$ cat src/rtl/fmt02_pkg.sv
// ----------------------------------------------------------------------------
// fmt02_pkg
// Shared types and constants for the two-byte BCD/decimal-exponent codec.
// ----------------------------------------------------------------------------
package fmt02_pkg;

	localparam int NCELL = 12;              // rounding divide-by-ten cells

	localparam logic [31:0] MAG_LIMIT   = 32'd1000;
	localparam logic [31:0] ROUND_ADD   = 32'd5;
	localparam logic [31:0] DIV10_MUL   = 32'hCCCC_CCCD;   // (x * m) >> 35 == x / 10
	localparam logic [31:0] DIV1000_MUL = 32'h1062_4DD3;   // (x * m) >> 38 == x / 1000
	localparam logic [7:0]  EXP_TOP     = 8'd7;            // largest code that fits 3 bits
	localparam logic [3:0]  BCD_MAX     = 4'd9;

	localparam logic CMD_ENCODE = 1'b0;
	localparam logic CMD_DECODE = 1'b1;

	// item as it travels down the row of cells
	typedef struct packed {
		logic        cmd;
		logic        neg;
		logic [7:0]  expo;
		logic [31:0] mag;
		logic [7:0]  code_lo;
		logic [7:0]  code_hi;
	} cell_t;

	// 10^(8-code)
	function automatic logic [26:0] scale_of(input logic [2:0] code);
		logic [26:0] s;
		case (code)
			3'd0:    s = 27'd100000000;
			3'd1:    s = 27'd10000000;
			3'd2:    s = 27'd1000000;
			3'd3:    s = 27'd100000;
			3'd4:    s = 27'd10000;
			3'd5:    s = 27'd1000;
			3'd6:    s = 27'd100;
			3'd7:    s = 27'd10;
			default: s = 27'd10;
		endcase
		return s;
	endfunction

endpackage

$ cat src/rtl/fmt02_pack.sv
// ----------------------------------------------------------------------------
// fmt02_pack
// Packs encode results into BCD code bytes and rebuilds decoded values.
// ----------------------------------------------------------------------------
module fmt02_pack (
	input  logic              clk,
	input  logic              arst_n,
	input  logic              adv,
	input  logic              vld_i,
	input  fmt02_pkg::cell_t  d_i,
	output logic              vld_o,
	output logic [7:0]        code_low,
	output logic [7:0]        code_high,
	output logic signed [38:0] value,
	output logic              res_ok,
	output logic              ovf
);
	import fmt02_pkg::*;

	// stage 1: divide by 1000, digit sum and scale
	logic [63:0] q_prod;
	logic [3:0]  d_units, d_tens, d_hund;
	logic        vld_s1, cmd_s1, neg_s1, ovf_s1, ok_s1;
	logic [2:0]  e3_s1;
	logic [31:0] mag_s1;
	logic [21:0] q1k_s1;
	logic [10:0] dsum_s1;
	logic [26:0] scale_s1;

	// stage 2: remainder mod 1000, decoded product
	logic [31:0] rem_full;
	logic        vld_s2, cmd_s2, neg_s2, ovf_s2, ok_s2;
	logic [2:0]  e3_s2;
	logic [9:0]  rem_s2;
	logic [37:0] prod_s2;

	// stage 3: hundreds digit, signed value
	logic [15:0] h_prod;
	logic [3:0]  hund;
	logic [9:0]  r2_full;
	logic        vld_s3, cmd_s3, neg_s3, ovf_s3, ok_s3;
	logic [2:0]  e3_s3;
	logic [3:0]  hund_s3;
	logic [6:0]  r2_s3;
	logic signed [38:0] val_s3;

	// output register
	logic [14:0] t_prod;
	logic [3:0]  tens, units;
	logic [6:0]  u_full;
	logic        vld_q, ok_q, ovf_q;
	logic [7:0]  lo_q, hi_q;
	logic signed [38:0] val_q;

	assign q_prod  = 64'(d_i.mag) * 64'(DIV1000_MUL);
	assign d_units = d_i.code_lo[3:0];
	assign d_tens  = d_i.code_lo[7:4];
	assign d_hund  = d_i.code_hi[3:0];

	assign rem_full = mag_s1 - 32'(q1k_s1) * 32'd1000;

	assign h_prod  = 16'(rem_s2) * 16'd41;
	assign hund    = h_prod[15:12];
	assign r2_full = rem_s2 - 10'(hund) * 10'd100;

	assign t_prod = 15'(r2_s3) * 15'd205;
	assign tens   = t_prod[14:11];
	assign u_full = r2_s3 - 7'(tens) * 7'd10;
	assign units  = u_full[3:0];

	always_ff @(posedge clk or negedge arst_n) begin
		if (!arst_n) begin
			vld_s1 <= 1'b0;
			vld_s2 <= 1'b0;
			vld_s3 <= 1'b0;
			vld_q  <= 1'b0;
		end else if (adv) begin
			vld_s1 <= vld_i;
			vld_s2 <= vld_s1;
			vld_s3 <= vld_s2;
			vld_q  <= vld_s3;
		end
	end

	always_ff @(posedge clk) begin
		if (adv) begin
			cmd_s1   <= d_i.cmd;
			neg_s1   <= (d_i.cmd == CMD_ENCODE) ? d_i.neg : d_i.code_hi[4];
			e3_s1    <= d_i.expo[2:0];
			ovf_s1   <= d_i.mag >= MAG_LIMIT;
			mag_s1   <= d_i.mag;
			q1k_s1   <= q_prod[59:38];
			ok_s1    <= (d_units <= BCD_MAX) && (d_tens <= BCD_MAX);
			dsum_s1  <= 11'(d_units) + 11'(d_tens) * 11'd10 + 11'(d_hund) * 11'd100;
			scale_s1 <= scale_of(d_i.code_hi[7:5]);

			cmd_s2  <= cmd_s1;
			neg_s2  <= neg_s1;
			e3_s2   <= e3_s1;
			ovf_s2  <= ovf_s1;
			ok_s2   <= ok_s1;
			rem_s2  <= rem_full[9:0];
			prod_s2 <= 38'(dsum_s1) * 38'(scale_s1);

			cmd_s3  <= cmd_s2;
			neg_s3  <= neg_s2;
			e3_s3   <= e3_s2;
			ovf_s3  <= ovf_s2;
			ok_s3   <= ok_s2;
			hund_s3 <= hund;
			r2_s3   <= r2_full[6:0];
			if (!ok_s2) begin
				val_s3 <= '0;
			end else if (neg_s2) begin
				val_s3 <= -$signed({1'b0, prod_s2});
			end else begin
				val_s3 <= $signed({1'b0, prod_s2});
			end

			if (cmd_s3 == CMD_ENCODE) begin
				lo_q  <= {tens, units};
				hi_q  <= {e3_s3, neg_s3, hund_s3};
				val_q <= '0;
				ok_q  <= 1'b1;
				ovf_q <= ovf_s3;
			end else begin
				lo_q  <= '0;
				hi_q  <= '0;
				val_q <= val_s3;
				ok_q  <= ok_s3;
				ovf_q <= 1'b0;
			end
		end
	end

	assign vld_o     = vld_q;
	assign code_low  = lo_q;
	assign code_high = hi_q;
	assign value     = val_q;
	assign res_ok    = ok_q;
	assign ovf       = ovf_q;

endmodule

$ cat config.mk
export PLATFORM = sky130hd
export DESIGN_NAME = fmt02_pack
export DESIGN_NICKNAME = d
export VERILOG_FILES = /design/src/rtl/fmt02_pkg.sv /design/src/rtl/fmt02_pack.sv
export SDC_FILE = /design/constraint.sdc
export NUM_CORES = 2
export LEC_CHECK = 0
export BUFFER_PORTS_ARGS = -buffer_cell sky130_fd_sc_hd__buf_2
export CAP_MARGIN = 20
export CORE_MARGIN = 2
export CORE_UTILIZATION = 35
export DETAILED_ROUTE_END_ITERATION = 6
export PLACE_DENSITY = 0.55
export SLEW_MARGIN = 20
export SYNTH_ARGS = -nofsm -noshare
export SYNTH_HDL_FRONTEND = slang
export SYNTH_SLANG_ARGS = --single-unit
export TNS_END_PERCENT = 5
$ cat constraint.sdc
create_clock -name clk -period 8.04 [get_ports clk]
set_input_delay 1.206 -clock clk [delete_from_list [all_inputs] [get_ports clk]]
set_output_delay 1.206 -clock clk [all_outputs]
set_load 0.03 [all_outputs]
==> reports/metrics.sh <==
WORST_SLEW_PIN_TRAN_PS=928
CLOCK-SINKS=224
NUM_IO_PINS=120
SETUP_SLACK_PS=727
CRITPATHREQUIREDTIME_PS=8340
TIMING.FINAL.MAX_SLEW_VIOLATIONS=0
CLK_PATH_BUF_DEPTH=3
STATUS='complete, no violations'
CRITICAL_PATH.CELL_CHAIN='buf_2 -> inv_1 -> ha_1 -> fa_1 -> fa_1 -> inv_1 -> fa_1 -> inv_1 -> fa_1 -> fa_1 -> fa_1 -> inv_1 -> fa_1 -> inv_1 -> ha_1 -> a21o_1 -> a21oi_1 -> a211o_1 -> a2111oi_0 -> buf_4 -> o21ai_0 -> mux2i_1 -> nand3_1'
CLKTRANSATPATHREGS_PS=60
CRIT_PATH_MAX_FANOUT=5
MAX-CAP-VIOLATIONS=0
ASYNC_RESET_FF_SHARE_PCT=1.79
ROUTABILITYCONGESTION=0.847
RR_WORST_DEPTH=18
TOTALWIRELENGTH_UM=70800
WORST_HOLD_SLACK_PS=412
POST_SYNTHESIS_INSTANCE_AREA_UM2=32100
LAYOUT.NETS=4205
SETUP_VIOLATIONS=0
POSTSYNTHAREAPERCELL_UM2=10.8
ANTENNA_FOUND_INITIAL=0
FIN_SKEW_PS=18.9
HOLDCRITPATHCLASS='reg2reg'
PLACED_CELLS_INCL_TAPS=4271
CP_DATA_ARRIVAL_TIME_PS=7620
RSZ0062_AT_GRT='no'
POST-PLACE-WS_PS=134
CORE_UM2=91200
CTSRESIZECOUNT=0
DIE_HEIGHT_UM=307
FINAL_PERIOD_MINUS_WORST_SETUP_SLACK_PS=7310
CTSROOTBUFFERMASTER='clkbuf_16'
CLKLATENCYLATEPIN_PS=570
POST-ROUTE-PERIOD-UTIL_PCT=91.0
FINAL-HOLD-VIOLATION-COUNT=0
DIE_FOOTPRINT_UM2=94100
CRIT_TOP_CELL='fa_1'
POST_ROUTE_CELLS_DRIVE_ABOVE_1_SHARE_PCT=7.02
PLACEMENT.IO_BUFFERS=113
HOLDBUFCOUNTCTS=0
ACHIEVABLE-FREQUENCY_MHz=137
DETAILEDPLACEMENTHPWL_UM=59500
HTREE_NUM_LEVELS=1
SETUP.WORST_PATH.START_CLASS='input port'
DR.FIRST_ITER.DRC_COUNT=903
DIE_WIDTH_UM=307
SYN_NETS=4071
FLOW.AREA_GROWTH_FROM_SYNTHESIS_PCT=9.56
FINAL.FILL_COUNT=9014
VIA_COUNT=20100
WIRE_LENGTH_OF_THE_FIRST_GLOBAL_ROUTING_PASS_UM=117000
CP_SLOWEST_STAGE_DELAY_PS=560
GRT_PASS1_VIAS=21500
GLOBALROUTETOTALUTIL_PCT=15.8
SLEW_HEADROOM_PCT=38.2
FINAL.SETUP.TNS_PS=0
WORST-SETUP-PATH-TYPE='in2reg'
FINALNONFILLERCELLS=4321
GRT_START_MAX_NET_PINS=92
SEQ_AREA_FRAC_SYNTH_PCT=20.9
NUMBER_OF_ENABLE_TYPE_REGISTER_CELLS_IN_THE_SYNTHESIZED_NETLIST=220
INITIAL_CORE_UTIL_PCT=35.2
SYNTH_SEQ_CELLS=224
DRT_PRE_ANTENNA_ITERS=5
GLOBALROUTEOVERFLOWTOTAL=0
YOSYS_CELL_TYPES=64
CTS_TREE='built'
DRT-WIRELENGTH-PER-CELL_UM=16.4
SYN_INST=2980
ENDPOINT_KIND='flip-flop'
CORE.ROWCOUNT=111
POST-CTS-SETUP-BUFFERS=0
TIMING.CRITICAL_PATH.SLOWEST_STAGE_CELL='fa_1'
SYNTH_WARNINGS=0
YOSYS_MOST_USED_DFF='edfxtp_1'
DETAIL-ROUTE-ANTENNA-NETS=0
VIAS_PER_CELL=4.65
DRC=0
MIN_DELAY_PATH_DEPTH=0
TRITONCTS.NUM_BUFFERS=27
==> worst max-delay path: cells and delay by family <==
family / cells / cell delay, ps
buffers and inverters: 7 / 830
AOI/OAI and AO/OA: 5 / 1040
and+or+nand+nor: 1 / 70
muxes: 1 / 180
adders and majority gates: 9 / 4290
==> cell usage after synthesis (3+ instances only) <==
cell type | number | area (um2)
a31oi_1 | 7 | 43.8
nor2_1 | 48 | 180
a311oi_1 | 3 | 26.3
nor4_1 | 8 | 50.1
o31ai_4 | 3 | 63.8
o21ai_0 | 58 | 290
nand2b_1 | 19 | 119
and3_1 | 14 | 87.6
and2_1 | 197 | 1230
or3_4 | 3 | 33.8
o21bai_1 | 8 | 60.1
inv_1 | 742 | 2790
nor3_1 | 9 | 45.0
a21oi_1 | 74 | 370
nand4_1 | 9 | 56.3
clkbuf_1 | 55 | 206
a211o_1 | 4 | 35.0
a21boi_0 | 3 | 22.5
nor2b_1 | 26 | 163
xnor2_1 | 105 | 920
edfxtp_1 | 220 | 6610
o31ai_1 | 14 | 105
a21o_1 | 50 | 375
xor2_1 | 20 | 175
fa_1 | 495 | 9910
o21a_1 | 6 | 45.0
o211ai_1 | 6 | 45.0
dfrtp_1 | 4 | 100
or3_1 | 10 | 62.6
a211oi_1 | 9 | 67.6
nand3_1 | 18 | 90.1
o41ai_1 | 3 | 26.3
ha_1 | 534 | 6680
o2111ai_1 | 3 | 26.3
mux2_2 | 6 | 67.6
nand2_1 | 146 | 548
mux2i_1 | 6 | 60.1
nand3b_1 | 3 | 22.5
==> cell families (layout without fill, tap and decap cells) <==
kind of cell | count (synthesis) | after routing | share of synthesized area [%]
flops | 224 | 224 | 20.9
xor+xnor | 125 | 125 | 3.41
buf+inv | 798 | 952 | 9.35
simple gates | 519 | 519 | 8.64
other cells | 1 | 2 | 0.0117
mux | 12 | 12 | 0.398
fa+ha+maj | 1029 | 1029 | 51.7
compound gates | 272 | 272 | 5.61
==> layout make-up <==
cell class	instances	area [um2]	share of cell area [%]
Tap cell	1186	1480	4.22
Antenna cell	1	2.50	0.00712
Clock inverter	15	144	0.409
Clock buffer	34	702	2.00
Inverter	742	2790	7.92
Sequential cell	224	6710	19.1
Timing Repair Buffer	161	948	2.70
Multi-Input combinational cell	1958	22400	63.7
==> routing by layer <==
layer	share of wire (%)	track usage, %	vias up
met5	0	0	-
met4	2.4	3.63	0
met3	3.4	1.72	66
met2	45	25.1	285
met1	49	23.1	10000
li1	-	-	9695
==> registers in the layout, summed over array words and instances, names as in the netlist, 3 cells and up <==
register / cells
r2_s3: 7
e3_s2: 3
prod_s2: 37
hund_s3: 4
val_s3: 38
e3_s3: 3
code_low: 8
e3_s1: 3
code_high: 8
dsum_s1: 11
mag_s1: 10
q1k_s1: 7
rem_s2: 10
scale_s1: 19
value: 38
==> cell usage in the layout, fill, tap and decap left out, types with 10 or more instances in the layout <==
cell type and instances:
o31ai_1 14, edfxtp_1 220, and3_1 14, nand2_1 146, and2_1 197, a21o_1 50, nand2b_1 19, o21ai_0 58
xnor2_1 105, inv_1 742, nand3_1 18, nor2_1 48, fa_1 495, or3_1 10, buf_2 112, clkbuf_16 27
ha_1 534, a21oi_1 74, buf_4 47, xor2_1 20, nor2b_1 26
==> through the flow <==
stage	utilization (%)	area, um2
after floorplan	-	32100
after global placement	37.6	34300
after detailed placement	37.6	34300
after CTS	38.5	35200
after global routing	38.5	35200
final	38.5	35200
==> worst paths after layout <==
kind / start / to / slack, ps
worst max-delay path: d_i[33] / q1k_s1[4] / 730
worst min-delay path: ovf_s2 / ovf_s3 / 410
worst max register to register: dsum_s1[3] / prod_s2[36] / 1330
worst min register to register: ovf_s2 / ovf_s3 / 410
max in group asynchronous: arst_n / vld_s1 / 7470
min in group asynchronous: arst_n / vld_s2 / 450
Power is not shown: default switching activity piles up to over one toggle a cycle in this logic, so the estimate is an artifact.
