**src/rtl/fmt02_pkg.sv**
```systemverilog
// ----------------------------------------------------------------------------
// fmt02_pkg
// Shared types and constants for the two-byte BCD/decimal-exponent codec.
// ----------------------------------------------------------------------------
package fmt02_pkg;

	localparam int NCELL = 12;              // rounding divide-by-ten cells

	localparam logic [31:0] MAG_LIMIT   = 32'd1000;
	localparam logic [31:0] ROUND_ADD   = 32'd5;
	localparam logic [31:0] DIV10_MUL   = 32'hCCCC_CCCD;   // (x * m) >> 35 == x / 10
	localparam logic [31:0] DIV1000_MUL = 32'h1062_4DD3;   // (x * m) >> 38 == x / 1000
	localparam logic [7:0]  EXP_TOP     = 8'd7;            // largest code that fits 3 bits
	localparam logic [3:0]  BCD_MAX     = 4'd9;

	localparam logic CMD_ENCODE = 1'b0;
	localparam logic CMD_DECODE = 1'b1;

	// item as it travels down the row of cells
	typedef struct packed {
		logic        cmd;
		logic        neg;
		logic [7:0]  expo;
		logic [31:0] mag;
		logic [7:0]  code_lo;
		logic [7:0]  code_hi;
	} cell_t;

	// 10^(8-code)
	function automatic logic [26:0] scale_of(input logic [2:0] code);
		logic [26:0] s;
		case (code)
			3'd0:    s = 27'd100000000;
			3'd1:    s = 27'd10000000;
			3'd2:    s = 27'd1000000;
			3'd3:    s = 27'd100000;
			3'd4:    s = 27'd10000;
			3'd5:    s = 27'd1000;
			3'd6:    s = 27'd100;
			3'd7:    s = 27'd10;
			default: s = 27'd10;
		endcase
		return s;
	endfunction

endpackage

```
**src/rtl/fmt02_div_cell.sv**
```systemverilog
// ----------------------------------------------------------------------------
// fmt02_div_cell
// One step of the encode loop: rounding divide by ten and exponent decrement.
// ----------------------------------------------------------------------------
module fmt02_div_cell (
	input  logic              clk,
	input  logic              arst_n,
	input  logic              adv,
	input  logic              vld_i,
	input  fmt02_pkg::cell_t  d_i,
	output logic              vld_o,
	output fmt02_pkg::cell_t  d_o
);
	import fmt02_pkg::*;

	logic        busy;
	logic [31:0] sum;
	logic [63:0] prod;
	cell_t       nxt;
	cell_t       d_q;
	logic        vld_q;

	assign busy = (d_i.cmd == CMD_ENCODE) && (d_i.expo != 8'd0)
		&& ((|d_i.expo[7:3]) || (d_i.mag >= MAG_LIMIT));
	assign sum  = d_i.mag + ROUND_ADD;          // magnitude never exceeds 2^31
	assign prod = 64'(sum) * 64'(DIV10_MUL);

	always_comb begin
		nxt = d_i;
		if (busy) begin
			if (d_i.mag == 32'd0) begin
				// zero stays zero: skip straight down to the top 3-bit code
				nxt.expo = EXP_TOP;
			end else begin
				nxt.expo = d_i.expo - 8'd1;
				nxt.mag  = 32'(prod[63:35]);
			end
		end
	end

	always_ff @(posedge clk or negedge arst_n) begin
		if (!arst_n) begin
			vld_q <= 1'b0;
		end else if (adv) begin
			vld_q <= vld_i;
		end
	end

	always_ff @(posedge clk) begin
		if (adv) begin
			d_q <= nxt;
		end
	end

	assign vld_o = vld_q;
	assign d_o   = d_q;

endmodule

```
**config.mk**
```make
export PLATFORM = sky130hd
export DESIGN_NAME = fmt02_div_cell
export DESIGN_NICKNAME = d
export VERILOG_FILES = /design/src/rtl/fmt02_pkg.sv /design/src/rtl/fmt02_div_cell.sv
export SDC_FILE = /design/constraint.sdc
export NUM_CORES = 1
export LEC_CHECK = 0
export BUFFER_PORTS_ARGS = -buffer_cell sky130_fd_sc_hd__buf_2
export CAP_MARGIN = 10
export CORE_MARGIN = 8
export CORE_UTILIZATION = 50
export DETAILED_ROUTE_END_ITERATION = 10
export GPL_TIMING_DRIVEN = 0
export PLACE_DENSITY = 0.68
export REMOVE_ABC_BUFFERS = 1
export SLEW_MARGIN = 10
export SYNTH_ARGS = -nofsm -noshare
export SYNTH_HDL_FRONTEND = slang
export SYNTH_SLANG_ARGS = --single-unit
export TNS_END_PERCENT = 100
```
**constraint.sdc**
```tcl
create_clock -name clk -period 1 [get_ports clk]
set_input_delay 0.25 -clock clk [delete_from_list [all_inputs] [get_ports clk]]
set_output_delay 0.25 -clock clk [all_outputs]
set_load 0.01 [all_outputs]
```
==> key figures, run 1 <==
Clock network
  • Clock transition at path regs: roughly 50 ps
  • CTS Buffer Depth: 2
  • Clk Latency, worst-skew pair: between 300 and 400 ps
  • Clock root cell: clkbuf_16
  • Num CTS Buffers: 9
  • H-tree depth: 3
  • Num Clock Sinks: 59
  • TritonCTS clock tree: yes

STA
  • Final worst slack: -6920 ps
  • Slew headroom: between 40% and 50%
  • Max Slew Vio Count: 0
  • Worst Max-Slew Pin Slew: about 770 ps
  • Final Hold Viols: 0
  • RSZ-0062 raised after global routing: yes
  • Tcrit/Tclk final: 792%
  • Clock Skew: 0 ps
  • Fmax: between 0.1 and 0.15 GHz
  • Final setup fails: approximately 100
  • Tmin final: approximately 7900 ps

Synthesis
  • Cell taking the most area after synthesis: fa_1
  • Synth Area in Compound Gates: 7.04%
  • Register area share after synthesis: a little under 9%
  • Yosys cell types: slightly above 70
  • Post-synth top area share: 39.9%
  • Syn Area/Cell: just under 10 um2
  • Main combinational cell family by area after synthesis: adder cells
  • Mapped Cells: 2078
  • XOR/XNOR share of the synthesized area: slightly below 4%
  • Post-synth EDFFs: 58
  • Simple-Gate Fraction of Synth Area: between 6 and 7%
  • Main area contributors after synthesis: fa_1, ha_1, inv_1
  • Adder-cell area share of the yosys netlist: between 60% and 70%
  • YS warnings: 0
  • Fraction of registers with async set/reset: under 10%
  • Number of synthesized register bits: 59
  • Mapped cell area: between 20000 and 25000 um2
  • Mux share of post-synthesis cell area: less than 1%
  • Top FF cell, synth: edfxtp_1

Critical path
  • CP Launch Point: d_i[29]
  • Slowest CP cell: fa_1
  • Crit path to: d_o[40]
  • CP arrival: approximately 8100 ps
  • Worst setup SP type: primary input
  • CP max FO: 5
  • Slack of the worst reg-to-reg path: approximately 120 ps
  • Most Frequent Cell on Critical Path: fa_1
  • CP required: roughly 1200 ps
  • Worst R2R Path Depth: 2
  • Worst r2r src: vld_o
  • Family with the most delay on the worst path: adder cells
  • Crit path buffers/inverters: 9
  • Crit Path Category: in -> reg
  • Worst setup EP type: register
  • RR Endpoint: vld_o
  • Levels on crit path: 32
  • Max incr delay on CP: approximately 520 ps

Worst hold path
  • Hold Path Cell Cnt: 1
  • Worst hold path type: in -> reg

Floorplan
  • Row cnt: 74
  • Die height: 218 um
  • Die X-Extent: around 220 um
  • IO Pins: about 120
  • Initial core utilization: about half
  • CORE AREA: between 40000 and 50000 um2
  • Die Area: 47500 um2

Global route
  • Number of global-route vias before repair: 17600
  • Initial antenna violation count: 1
  • Largest net degree at the start of global routing: 60
  • Total gr overflow: 0
  • Global-route wire length before repair: approximately 100 mm
  • Tot GR Track Use: between 20% and 30%

Routing
  • Routed len/inst: around 24 um
  • Final ANT Viol Nets: 0
  • DR vias: around 16000
  • DRT Pass-1 Iters: 5
  • WL final: around 70 mm
  • Via density: between 5 and 6
  • Final routed DRC violation total: 0
  • Iter 0 DRT Violations: between 1000 and 1500

Cells and area
  • Fin cells: just under 3000
  • Area grow syn2layout: 28.8%
  • Share of cells above drive strength 1: 27.6%
  • Fin util: 64.7%
  • Fillers: approximately 3100
  • Nets: ~3200

Flow run
  • Max-cap violations: 0

Place
  • Dpl cells: around 2700
  • HPWL Detailed: about 55 mm
  • IO buf count: 120
  • GPL Wtd Cong: 0.986
  • DP Worst Slack: -9230 ps

Status
  • Status: finished, violations left
  • Failing checks: negative setup slack
metrics by stage:
step	instance area, um2	hold slack [ps]	TNS, ps
2_1_floorplan	20200	-45.6	-205880
3_3_place_gp	21500	25.3	-310540
3_5_place_dp	21500	26.2	-313160
4_1_cts	25200	83.8	-208040
5_1_grt	26200	79.1	-219860
6_report	26200	83.2	-213470
cells in the final DEF (no fill, tap or decap), types with 8 or more instances in the layout:
cell	Yosys	final
a21o_1	15	15
a21oi_1	80	51
a21oi_2	2	18
a21oi_4	0	13
buf_12	0	9
buf_2	9	97
buf_4	3	145
buf_6	2	41
clkbuf_16	0	9
clkinvlp_4	0	8
edfxtp_1	58	58
fa_1	406	397
fa_2	0	9
ha_1	338	265
ha_2	0	9
ha_4	0	64
inv_1	652	606
inv_2	0	37
nand2_1	83	69
nand2_4	0	8
nand3_1	29	15
nand3_2	3	8
nand3_4	0	9
nand4_1	28	28
nor2_1	54	39
nor2_4	0	10
nor3_1	12	8
o211ai_1	13	13
o21ai_0	52	19
o21ai_1	7	28
o21ai_2	2	11
xnor2_1	58	23
xnor2_2	0	13
xnor2_4	0	22
xor2_1	30	14
xor2_2	1	9
xor2_4	0	8
per-layer routing:
metal  routed length (um)  global-route usage (%)
met4                 5990                    17.0
met5                    0                       0
met1                25300                    34.2
met3                 4420                    4.38
met2                34600                    49.4
area by class of cell:
class	instances	area (um2)	area share, %
diodes	1	2.50	0.00954
flip-flops and latches	59	1770	6.73
well taps	532	666	2.54
clock buffers	14	274	1.04
inverters	652	2480	9.45
clock inverters	2	35.0	0.134
multi-input cells	1335	18600	70.9
repair buffers	304	2420	9.22
cells in the mapped netlist, types with 7 or more instances:
library cell and count:
a211oi_1 8, a21o_1 15, a21oi_1 80, and3_1 13, buf_2 9, clkbuf_1 19
edfxtp_1 58, fa_1 406, ha_1 338, inv_1 652, nand2_1 83, nand3_1 29
nand4_1 28, nor2_1 54, nor3_1 12, nor4_1 9, o211ai_1 13, o21ai_0 52
o21ai_1 7, o21bai_1 7, xnor2_1 58, xor2_1 30
sequential cells by signal, indices dropped and copies added (netlist names):
| signal | flops |
|---|---|
| d_o | 58 |
| vld_o | 1 |
worst min-delay path by stage:
stage               endpoint  slack [ps]  startpoint
global route         d_o[10]          80     d_i[10]
global placement       vld_o          30      arst_n
finish               d_o[13]          80     d_i[13]
detailed placement     vld_o          30      arst_n
floorplan              vld_o         -50      arst_n
CTS                   d_o[3]          80      d_i[3]
cells by family after synthesis:
logic type,count (synthesis)
fa+ha+maj,744
buf+inv,685
simple gates,272
compound gates,227
xor+xnor,89
flops,59
mux,2
what timing repair did:
item,in CTS,in global routing
setup endpoints to repair,158,99
hold buffers,1,0
cloned,6,0
pin swaps,157,130
buffers inserted,133,50
resized for setup,428,151
endpoints found under the hold margin,1,0
Power of run 1 is not shown: default switching activity piles up to over one toggle a cycle in this logic, so the estimate is an artifact.
==> run 2, diff against run 1 <==
RECOVER_POWER = 50   (was unset)
SLEW_MARGIN = 40   (was 10)
==> run 2 against run 1 <==
  * The run still ends with negative setup slack left
  * Clock-buffer cell count is the same
  * Worst setup slack lost 81 ps
  * Sequential cell count is the same
  * Routed wire length decreased by 2.3%
  * First-iteration DRC count down 3.4%
  * Cell count shrank 0.52%
  * Die area unchanged
  * Critical path depth grew 1
  * Sequential share of layout area rose by 0.10 points
  * Fmax decreased by 1.0%
==> key figures, run 2 (synthesized netlist as in run 1, its figures left out) <==
STA
  • Hold slack: 85.7 ps (+2.53 ps)
  • Tmin final: 8000 ps (+81.0 ps)
  • TNS Setup: -215630 ps (-2160 ps)
  • Tcrit/Tclk final: 800% (+8.1 points)
  • RSZ-0062 raised after global routing: yes
  • Worst Max-Slew Pin Slew: 939 ps (+174 ps)
  • Final setup fails: 99 (unchanged)
  • Clock Skew: 0 ps (unchanged)
  • Fmax: 0.125 GHz (-1.0%)
  • Slew headroom: 37.0% (-12 points)
  • Final worst slack: -7000 ps (-81.0 ps)
  • Max Slew Vio Count: 0 (unchanged)
  • Final Hold Viols: 0 (unchanged)

Cells and area
  • Share of cells above drive strength 1: 25.6% (-2.0 points)
  • Nets: 3153 (-0.44%)
  • Antenna diodes: 0 (-1)
  • Max FFs per register: 58 (unchanged)
  • Fillers: 3135 (+1.8%)
  • Commonest non-fill, non-tap cells in the layout: inv_1, fa_1, ha_1
  • Reg area: 1770 um2 (unchanged)
  • Most common cell after layout, fill and taps aside: inv_1
  • Area grow syn2layout: 26.8%
  • Post-Layout Inst Area: 25800 um2 (-1.5%)
  • Area of the multi-input gates: 18300 um2 (-1.4%)

Status
  • Failing checks: negative setup slack
  • Status: finished, violations left

Critical path
  • CP required: 1080 ps (-120 ps)
  • Most Frequent Cell on Critical Path: fa_1
  • Max incr delay on CP: 610 ps (+90 ps)
  • Worst setup EP type: register
  • Slack of the worst reg-to-reg path: 20 ps (-100 ps)
  • Slowest CP cell: fa_2
  • Worst setup SP type: primary input
  • RR Endpoint: vld_o
  • Worst R2R Path Depth: 3 (+1)
  • CP arrival: 8070 ps (-50 ps)
  • Crit Path Category: in -> reg
  • CP Launch Point: d_i[28]
  • CP max FO: 6 (+1)
  • Worst r2r src: vld_o

Place
  • Dpl cell area: 21600 um2 (+0.51%)
  • HPWL Detailed: 54.6 mm (about the same)
  • GPL Wtd Cong: 0.986 (unchanged)
  • DP Worst Slack: -9170 ps (+57.7 ps)
  • IO buf count: 120 (unchanged)

Clock network
  • H-tree depth: 3 (unchanged)
  • Num CTS Buffers: 9 (unchanged)
  • CTS Buffer Depth: 2 (unchanged)
  • TritonCTS clock tree: yes
  • Clock root cell: clkbuf_16
  • Num Clock Sinks: 59 (unchanged)
  • Clk Latency, worst-skew pair: 330 ps (about the same)
  • Clock transition at path regs: 60 ps (about the same)

Routing
  • DR vias: 16000 (-0.99%)
  • DRT Pass-1 Iters: 5 (unchanged)
  • Routed len/inst: 23.8 um (-1.8%)
  • Iter 0 DRT Violations: 1073 (-3.4%)
  • Final ANT Viol Nets: 0 (unchanged)
  • Final routed DRC violation total: 0 (unchanged)
  • WL final: 68.6 mm (-2.3%)
  • Via density: 5.56 (-0.48%)

Floorplan
  • Die Area: 47500 um2 (unchanged)
  • Die height: 218 um (unchanged)
  • Row cnt: 74 (unchanged)
  • Die X-Extent: 218 um (unchanged)
  • CORE AREA: 40600 um2 (unchanged)
  • Initial core utilization: 50.2% (unchanged)
  • IO Pins: 121 (unchanged)

Global route
  • Tot GR Track Use: 28.5% (-0.34 points)
  • Number of global-route vias before repair: 17400 (-0.78%)
  • Total gr overflow: 0 (unchanged)
  • Initial antenna violation count: 0 (-1)
  • Largest net degree at the start of global routing: 60 (unchanged)
  • Global-route wire length before repair: 102 mm (-1.0%)

Worst hold path
  • Hold Path Cell Cnt: 1 (unchanged)
  • Worst hold path type: in -> reg
  • HP Start: d_i[10]
  • WHS Endpoint: d_o[10]

Flow run
  • Max-cap violations: 0 (unchanged)
run 2: cell types whose count changed in the layout (fill, tap and decap cells not counted), moves of 4 or more:
cell	previous run	this run
inv_2	37	22
fa_1	397	401
nor2_2	7	3
inv_1	606	620
fa_2	9	5
ha_4	64	56
ha_1	265	273
o21ai_0	19	23
buf_6	41	35
o21ai_2	11	7
buf_4	145	140
run 2: what timing repair did:
item                                    CTS  global route
gates cloned                              3             0
gates resized for setup                 375           115
buffers inserted                        121            49
hold endpoints to repair                  1             0
endpoints found under the setup margin  100            99
hold buffers                              1             0
pin swaps                               136           122
run 2: area by class of cell:
type / instances / area share (%)
multi-input cells: 1334 / 71.0
inverters: 652 / 9.62
flip-flops and latches: 59 / 6.84
repair buffers: 291 / 8.81
clock buffers: 14 / 1.06
clock inverters: 2 / 0.136
well taps: 532 / 2.58
run 2: worst max-delay path by stage:
| stage | endpoint | slack, ps |
|---|---|---|
| finish | d_o[30] | -7000 |
| global route | d_o[37] | -7200 |
| CTS | d_o[37] | -6870 |
| detailed placement | d_o[39] | -9170 |
| global placement | d_o[39] | -9060 |
| floorplan | d_o[37] | -6930 |
run 2: routing by layer:
metal | share of wire, % | up-vias | GRT usage (%)
li1 | - | 7003 | -
met1 | 37 | 8052 | 34.2
met2 | 50 | 759 | 49.6
met3 | 6.1 | 230 | 3.41
met4 | 6.9 | 0 | 15.7
met5 | 0 | - | 0
run 2: through the flow:
stage                     util (%)  instances
after floorplan                  -       2045
after global placement        53.0       2697
after detailed placement      53.3       2699
after CTS                     61.6       2840
after global routing          63.7       2884
final                         63.7       2884
run 2: critical path, delay by kind of cell:
kind,cells,cell delay (ps)
buf+inv,10,1290
compound gates,7,1180
xor+xnor,2,400
simple gates,5,1080
fa+ha+maj,9,3840
Power of run 2 is left out for the same reason.
